<file path="src/rtl/core/crs_pkg.sv">
package crs_pkg;

   localparam int MAX_POINTS_DEF = 64;
   localparam int FRAC_BITS_DEF  = 16;

   localparam int COORD_W  = 32;
   localparam int COUNT_W  = 7;
   localparam int INDEX_W  = 6;
   localparam int PARAM_W  = 16;
   // param fraction widened to this many bits before scaling to FRAC_BITS
   localparam int PARAM_EXT_W = 24;
   // Horner accumulators: doubled coefficients and partial sums stay below 2^37
   localparam int ACC_W    = 38;

   localparam logic [COUNT_W-1:0] COUNT_RESET = 7'd4;

   localparam logic CMD_WRITE = 1'b0;
   localparam logic CMD_EVAL  = 1'b1;

   localparam logic [1:0] COORD_X    = 2'd0;
   localparam logic [1:0] COORD_Y    = 2'd1;
   localparam logic [1:0] COORD_Z    = 2'd2;
   localparam logic [1:0] COORD_LAST = COORD_Z;

   localparam logic [2:0] READ_LAST = 3'd4;

   // multiply-add steps per coordinate
   localparam logic [2:0] STEP_C1H  = 3'd0;
   localparam logic [2:0] STEP_C1D  = 3'd1;
   localparam logic [2:0] STEP_C2H  = 3'd2;
   localparam logic [2:0] STEP_C2D  = 3'd3;
   localparam logic [2:0] STEP_C3H  = 3'd4;
   localparam logic [2:0] STEP_LAST = STEP_C3H;

   typedef enum logic [2:0] {
      ST_IDLE,
      ST_SETUP,
      ST_READ,
      ST_COEF,
      ST_MUL,
      ST_ACC,
      ST_STORE,
      ST_DONE
   } crs_state_type;

   typedef struct packed {
      logic signed [COORD_W-1:0] x;
      logic signed [COORD_W-1:0] y;
      logic signed [COORD_W-1:0] z;
   } point_type;

   typedef struct packed {
      logic                      cmd;
      logic [INDEX_W-1:0]        point_index;
      logic signed [COORD_W-1:0] coord_x;
      logic signed [COORD_W-1:0] coord_y;
      logic signed [COORD_W-1:0] coord_z;
      logic [PARAM_W-1:0]        curve_param;
   } crs_req_type;

   typedef struct packed {
      logic signed [COORD_W-1:0] pos_x;
      logic signed [COORD_W-1:0] pos_y;
      logic signed [COORD_W-1:0] pos_z;
      logic signed [COORD_W-1:0] tangent_x;
      logic signed [COORD_W-1:0] tangent_y;
      logic signed [COORD_W-1:0] tangent_z;
   } crs_rsp_type;

   function automatic logic signed [COORD_W-1:0] coord_sel(point_type p, logic [1:0] c);
      logic signed [COORD_W-1:0] v;
      case (c)
         COORD_X: v = p.x;
         COORD_Y: v = p.y;
         default: v = p.z;
      endcase
      return v;
   endfunction

   function automatic logic signed [ACC_W-1:0] sext(logic signed [COORD_W-1:0] v);
      return {{(ACC_W-COORD_W){v[COORD_W-1]}}, v};
   endfunction

   // halve with round half up, then clamp to signed 32 bits
   function automatic logic signed [COORD_W-1:0] half_sat(logic signed [ACC_W-1:0] v);
      logic signed [ACC_W-1:0] r;
      logic signed [COORD_W-1:0] s;
      r = v + {{(ACC_W-1){1'b0}}, 1'b1};
      r = r >>> 1;
      if ((r[ACC_W-1:COORD_W-1] == '0) || (r[ACC_W-1:COORD_W-1] == '1)) begin
         s = r[COORD_W-1:0];
      end else if (r[ACC_W-1]) begin
         s = {1'b1, {(COORD_W-1){1'b0}}};
      end else begin
         s = {1'b0, {(COORD_W-1){1'b1}}};
      end
      return s;
   endfunction

endpackage

</file>
<file path="src/rtl/core/crs_mac.sv">
// Shared multiply / round / add unit: product registered, then
// result = round_half_up(op_a * frac / 2^FRAC_BITS) + addend.
module crs_mac #(
   parameter int FRAC_BITS = crs_pkg::FRAC_BITS_DEF
) (
   input  logic                             clock,
   input  logic                             load,
   input  logic signed [crs_pkg::ACC_W-1:0] op_a,
   input  logic [FRAC_BITS-1:0]             frac,
   input  logic signed [crs_pkg::ACC_W-1:0] addend,
   output logic signed [crs_pkg::ACC_W-1:0] result
);

   localparam int PROD_W = crs_pkg::ACC_W + FRAC_BITS + 1;

   logic signed [PROD_W-1:0] a_ext;
   logic signed [PROD_W-1:0] f_ext;
   logic signed [PROD_W-1:0] prod_in;
   logic signed [PROD_W-1:0] prod_ff;
   logic signed [PROD_W-1:0] rnd;
   logic signed [PROD_W-1:0] shifted;

   assign a_ext   = {{(PROD_W-crs_pkg::ACC_W){op_a[crs_pkg::ACC_W-1]}}, op_a};
   assign f_ext   = {{(PROD_W-FRAC_BITS){1'b0}}, frac};
   assign prod_in = a_ext * f_ext;

   always_ff @(posedge clock) begin
      if (load) begin
         prod_ff <= prod_in;
      end
   end

   assign rnd     = prod_ff + ({{(PROD_W-1){1'b0}}, 1'b1} <<< (FRAC_BITS-1));
   assign shifted = rnd >>> FRAC_BITS;
   assign result  = shifted[crs_pkg::ACC_W-1:0] + addend;

endmodule

</file>
<file path="config.mk">
export PLATFORM = sky130hd
export DESIGN_NAME = crs_mac
export DESIGN_NICKNAME = d
export VERILOG_FILES = /design/src/rtl/core/crs_pkg.sv /design/src/rtl/core/crs_mac.sv
export SDC_FILE = /design/constraint.sdc
export NUM_CORES = 2
export LEC_CHECK = 0
export BUFFER_PORTS_ARGS = -buffer_cell sky130_fd_sc_hd__buf_2
export CORE_MARGIN = 2
export CORE_UTILIZATION = 59
export CTS_CLUSTER_DIAMETER = 50
export DETAILED_ROUTE_END_ITERATION = 10
export HOLD_SLACK_MARGIN = 0.08
export PLACE_DENSITY = 0.78
export SYNTH_ARGS = -nofsm -noshare
export SYNTH_HDL_FRONTEND = slang
export SYNTH_SLANG_ARGS = --single-unit
</file>
<file path="constraint.sdc">
create_clock -name clock -period 7.3 [get_ports clock]
set_clock_uncertainty 0.05 [all_clocks]
set_input_delay 0.73 -clock clock [delete_from_list [all_inputs] [get_ports clock]]
set_output_delay 0.73 -clock clock [all_outputs]
set_load 0.1 [all_outputs]
</file>
Word level (Yosys, flattened, before mapping)
Index checks and enable logic that the tools add are counted.

word-level totals
  register bits after elaboration = 54
  input bits = 94
  output and inout port bits = 38

operators by class
  $add $sub $neg = 2
  $mul = 1

operators with widths
  kind                                            count
  adder 54 x 16 -> 54 bit, second input constant  1
  multiplier 38 x 17 -> 54 bit                    1
  adder 38 bit                                    1

Longest topological paths before layout
  depth after elaboration = 2
  mapped depth = 25
  mapped depth without buffers = 24

Least setup slack after synthesis
Ideal clock, no wire load.

  path kind = in2reg
  from = input op_a[37] in the netlist's numbering
  to = register prod_ff[53], data pin
  setup time = 260 ps
  arrival time = 6666 ps
  data required time = 6990 ps
  setup slack = 324 ps
  stages = 21
  path through = clkbuf_1 -> nand2_1 -> fa_1 -> inv_1 -> fa_1 -> fa_1 -> fa_1 -> fa_1 -> inv_1 -> fa_1 -> inv_1 -> ha_1 -> a21o_1 -> a21o_1 -> a21oi_1 -> nor2_1 -> a211o_1 -> a21o_1 -> a311o_1 -> a31oi_1 -> xnor2_1

on the way
  longest elaborated chain between the ends = 1

ends and longest elaborated chain
  element                       RTL line       RTL
  from (decl)                   crs_mac.sv:8   input logic signed [crs_pkg::ACC_W-1:0] op_a,
  multiplier 38 x 17 -> 54 bit  crs_mac.sv:25  assign prod_in = a_ext * f_ext;
  via prod_in[53]               crs_mac.sv:18  logic signed [PROD_W-1:0] prod_in;
  to (signal assigned)          crs_mac.sv:29  prod_ff <= prod_in;
  to (decl)                     crs_mac.sv:19  logic signed [PROD_W-1:0] prod_ff;

The timed path passes the listed nets, and every way through them passes these cells.
A chain may end at the register's enable or synchronous reset.

Final worst setup path
  from = input frac[6]
  to = register prod_ff[48], data pin

on the way
  longest elaborated chain between the ends = 1

ends and longest elaborated chain
  element                       RTL line       RTL
  from (decl)                   crs_mac.sv:9   input logic [FRAC_BITS-1:0] frac,
  multiplier 38 x 17 -> 54 bit  crs_mac.sv:25
  via prod_in[48]               crs_mac.sv:18

The timed path passes the listed nets, and every way through them passes these cells.

==> results.json <==
{
  "run_status": "finished, final reports clean",
  "achievable-frequency_ghz": 0.143,
  "gr-usage-all-layers_pct": 31.1,
  "routed_wl_um": 62400,
  "synth_sequential_area_ratio_pct": 4.90,
  "slew-limit-headroom_pct": 42.9,
  "synth_flop_cell": "sky130_fd_sc_hd__edfxtp_1",
  "die-area_mm2": 0.0422,
  "crit_required_ns": 7.27,
  "grt_first_pass_wirelength_um": 102000,
  "syn_area_mm2": 0.0239,
  "timing.final.crit_share_pct": 95.8,
  "startpoint_types": "input port",
  "drt_iter0_drc": 1685,
  "synth_top_cells_by_area": "sky130_fd_sc_hd__fa_1 47%, sky130_fd_sc_hd__inv_1 9.8%, sky130_fd_sc_hd__ha_1 8.5%",
  "synth_to_final_area_change_pct": 6.80,
  "worst_hold_path.num_cells": 1,
  "sequential_cell_area_mm2": 0.00117,
  "cts-root-to-sink-buffers": 2,
  "path_buf_inv": 5,
  "syn_inst": 2681,
  "cts_made_buffers": 5,
  "mostFrequentLayoutCells": "625 x sky130_fd_sc_hd__inv_1, 567 x sky130_fd_sc_hd__fa_1, 435 x sky130_fd_sc_hd__nand2_1",
  "grt_overflow_total": 0,
  "total_of_endpoints_with_negative_setup_slack_in_the_final_report": 0,
  "cts_hold_buffers_added": 0,
  "synth_area_per_cell_um2": 8.92,
  "die-width_um": 205,
  "final_layout_size_suffix_gt1_share_pct": 8.32,
  "drc": 0,
  "biggestRegsByFlops": "prod_ff (39)",
  "critPathKind": "in -> reg",
  "min_delay_worst_endpoint": "prod_ff[51]",
  "critPathMostFrequentCell": "sky130_fd_sc_hd__fa_1",
  "synth-async-reset-ratio_pct": 0,
  "hold_path.startpoint": "load",
  "layout.filler_cells": 3246,
  "synth.top_cell.area_share_pct": 47.5,
  "crit_path_max_fanout": 22,
  "yosys_warnings": 0,
  "ff_latch_count_synth": 39,
  "delay_of_the_slowest_cell_on_the_worst_path_ns": 0.56,
  "drt-vias-per-instance": 5.64,
  "rsz0062_at_grt": "false",
  "synth_edf_count": 39,
  "setup_tns_ns": 0,
  "top_level_ports": 132,
  "flip_flop_count_of_the_largest_register_after_layout": 39,
  "post_cts_setup_buffers": 0,
  "detail_route.wl_per_cell_um": 18.9,
  "antenna_found_initial": 4,
  "cts_tree": "done",
  "clk_pin_slew_worst_paths_ns": 0.05,
  "crit_slowest_cell": "sky130_fd_sc_hd__fa_1",
  "placement_rows": 73,
  "number_of_global_route_vias_before_repair": 20200,
  "cp_top_family": "adder cells",
  "numPortBuffers": 131,
  "multiInputGateArea_mm2": 0.0199,
  "cp_cell_sequence": "buf_2 -> buf_4 -> and2_1 -> fa_1 -> inv_1 -> fa_1 -> fa_1 -> inv_1 -> fa_1 -> fa_1 -> fa_1 -> ha_1 -> a21oi_1 -> o21ai_0 -> a211oi_1 -> buf_4 -> nor4bb_1 -> a211o_1 -> a41oi_1 -> a21boi_1 -> nor2_1 -> xnor2_1",
  "route.antenna.remaining_nets": 0,
  "max-cap-violations": 0,
  "hold_violations": 0,
  "fin_crit_ns": 7.00,
  "ctsRootBufferMaster": "sky130_fd_sc_hd__clkbuf_16",
  "drt_pre_antenna_iters": 6,
  "floorplan.core_area_mm2": 0.0399,
  "numClockSinks": 39,
  "worst_pin_slew_ns": 0.856,
  "hold_path.class": "in -> reg",
  "critPathCaptureType": "flip-flop",
  "slew_violations": 0,
  "globalplace.congestion": 0.971,
  "syn-num-nets": 3504,
  "cts_repair_resize_count": 0,
  "cts_max_level": 2,
  "initial_utilization_pct": 59.9,
  "critPathArrivalTime_ns": 6.97,
  "count_of_cell_types_in_the_netlist": 72,
  "pin_count_of_the_biggest_net_entering_global_routing": 40,
  "detailed_place_hpwl_um": 51500,
  "detailroute.via_count": 18600,
  "netlist.top_cell.by_area": "sky130_fd_sc_hd__fa_1",
  "layout.cells.most_common": "sky130_fd_sc_hd__inv_1",
  "final_nets": 3588,
  "floorplan.die.height_um": 205,
  "max_flop_register": "prod_ff"
}
## Yosys cell counts, drive strengths merged, types with 3 or more instances
cell type,instances
o211ai,7
o21bai,8
o21ai,40
a2111oi,3
a21o,40
a211o,3
xnor2,77
clkbuf,114
nand2b,7
a221oi,3
edfxtp,39
a21oi,80
and2,220
nor2,57
and3,19
nor4,3
and4,6
o31ai,3
inv,625
ha,162
o21a,9
nand4,23
nand3,24
a41oi,5
fa,567
a31oi,7
o41ai,3
a311oi,3
nor3,7
xor2,37
a211oi,7
nor2b,8
nand2,435
buf,5
## layout make-up
cell class | count | share of cell area, %
Clock inverter | 3 | 0.152
Clock buffer | 5 | 0.490
Multi-Input combinational cell | 1898 | 78.1
Tap cell | 525 | 2.57
Timing Repair Buffer | 196 | 4.93
Sequential cell | 39 | 4.58
Antenna cell | 3 | 0.0294
Inverter | 625 | 9.18
## per-layer routing
layer / wire, um / up-vias / track usage, %
met5: 0 / - / 0
li1: - / 8155 / -
met3: 6010 / 172 / 5.08
met4: 2170 / 0 / 10.1
met1: 25100 / 9297 / 42.3
met2: 29100 / 966 / 51.1
## cells by family (layout without fill, tap and decap cells)
group                      after synthesis  count (layout)  synth area share, %
and+or+nand+nor                        816             816                 16.2
buffers and inverters                  744             829                 11.7
adders and majority gates              729             729                 55.9
AOI/OAI and AO/OA                      239             239                 7.07
xor gates and xnor gates               114             114                 4.17
DFF                                     39              39                 4.90
other                                    0               3                    0
## per-stage QoR
| step | std cells | worst slack, ns | util, % | hold WS (ns) | cell area [um2] |
|---|---|---|---|---|---|
| after floorplan | 2681 | 0.324 | - | 0.792 | 23900 |
| after CTS | 3291 | 0.349 | 64.0 | 1.08 | 25500 |
| final | 3294 | 0.304 | 64.0 | 1.06 | 25500 |
| after detailed placement | 3283 | 0.0866 | 63.6 | 1.36 | 25400 |
| after global placement | 3283 | 0.128 | 63.6 | 1.35 | 25400 |
| after global routing | 3294 | 0.0293 | 64.0 | 1.12 | 25500 |
## how the worst max path moves through the flow
stage,start,cells past startpoint,to
finish,frac[6],22,prod_ff[48]
global route,frac[10],23,prod_ff[48]
CTS,frac[2],21,prod_ff[48]
detailed placement,frac[2],21,prod_ff[48]
global placement,frac[2],21,prod_ff[48]
floorplan,op_a[37],21,prod_ff[53]
Power is left out: the tool's default activity adds up to more than one toggle a clock period on the data nets, which glitch-free logic cannot reach.
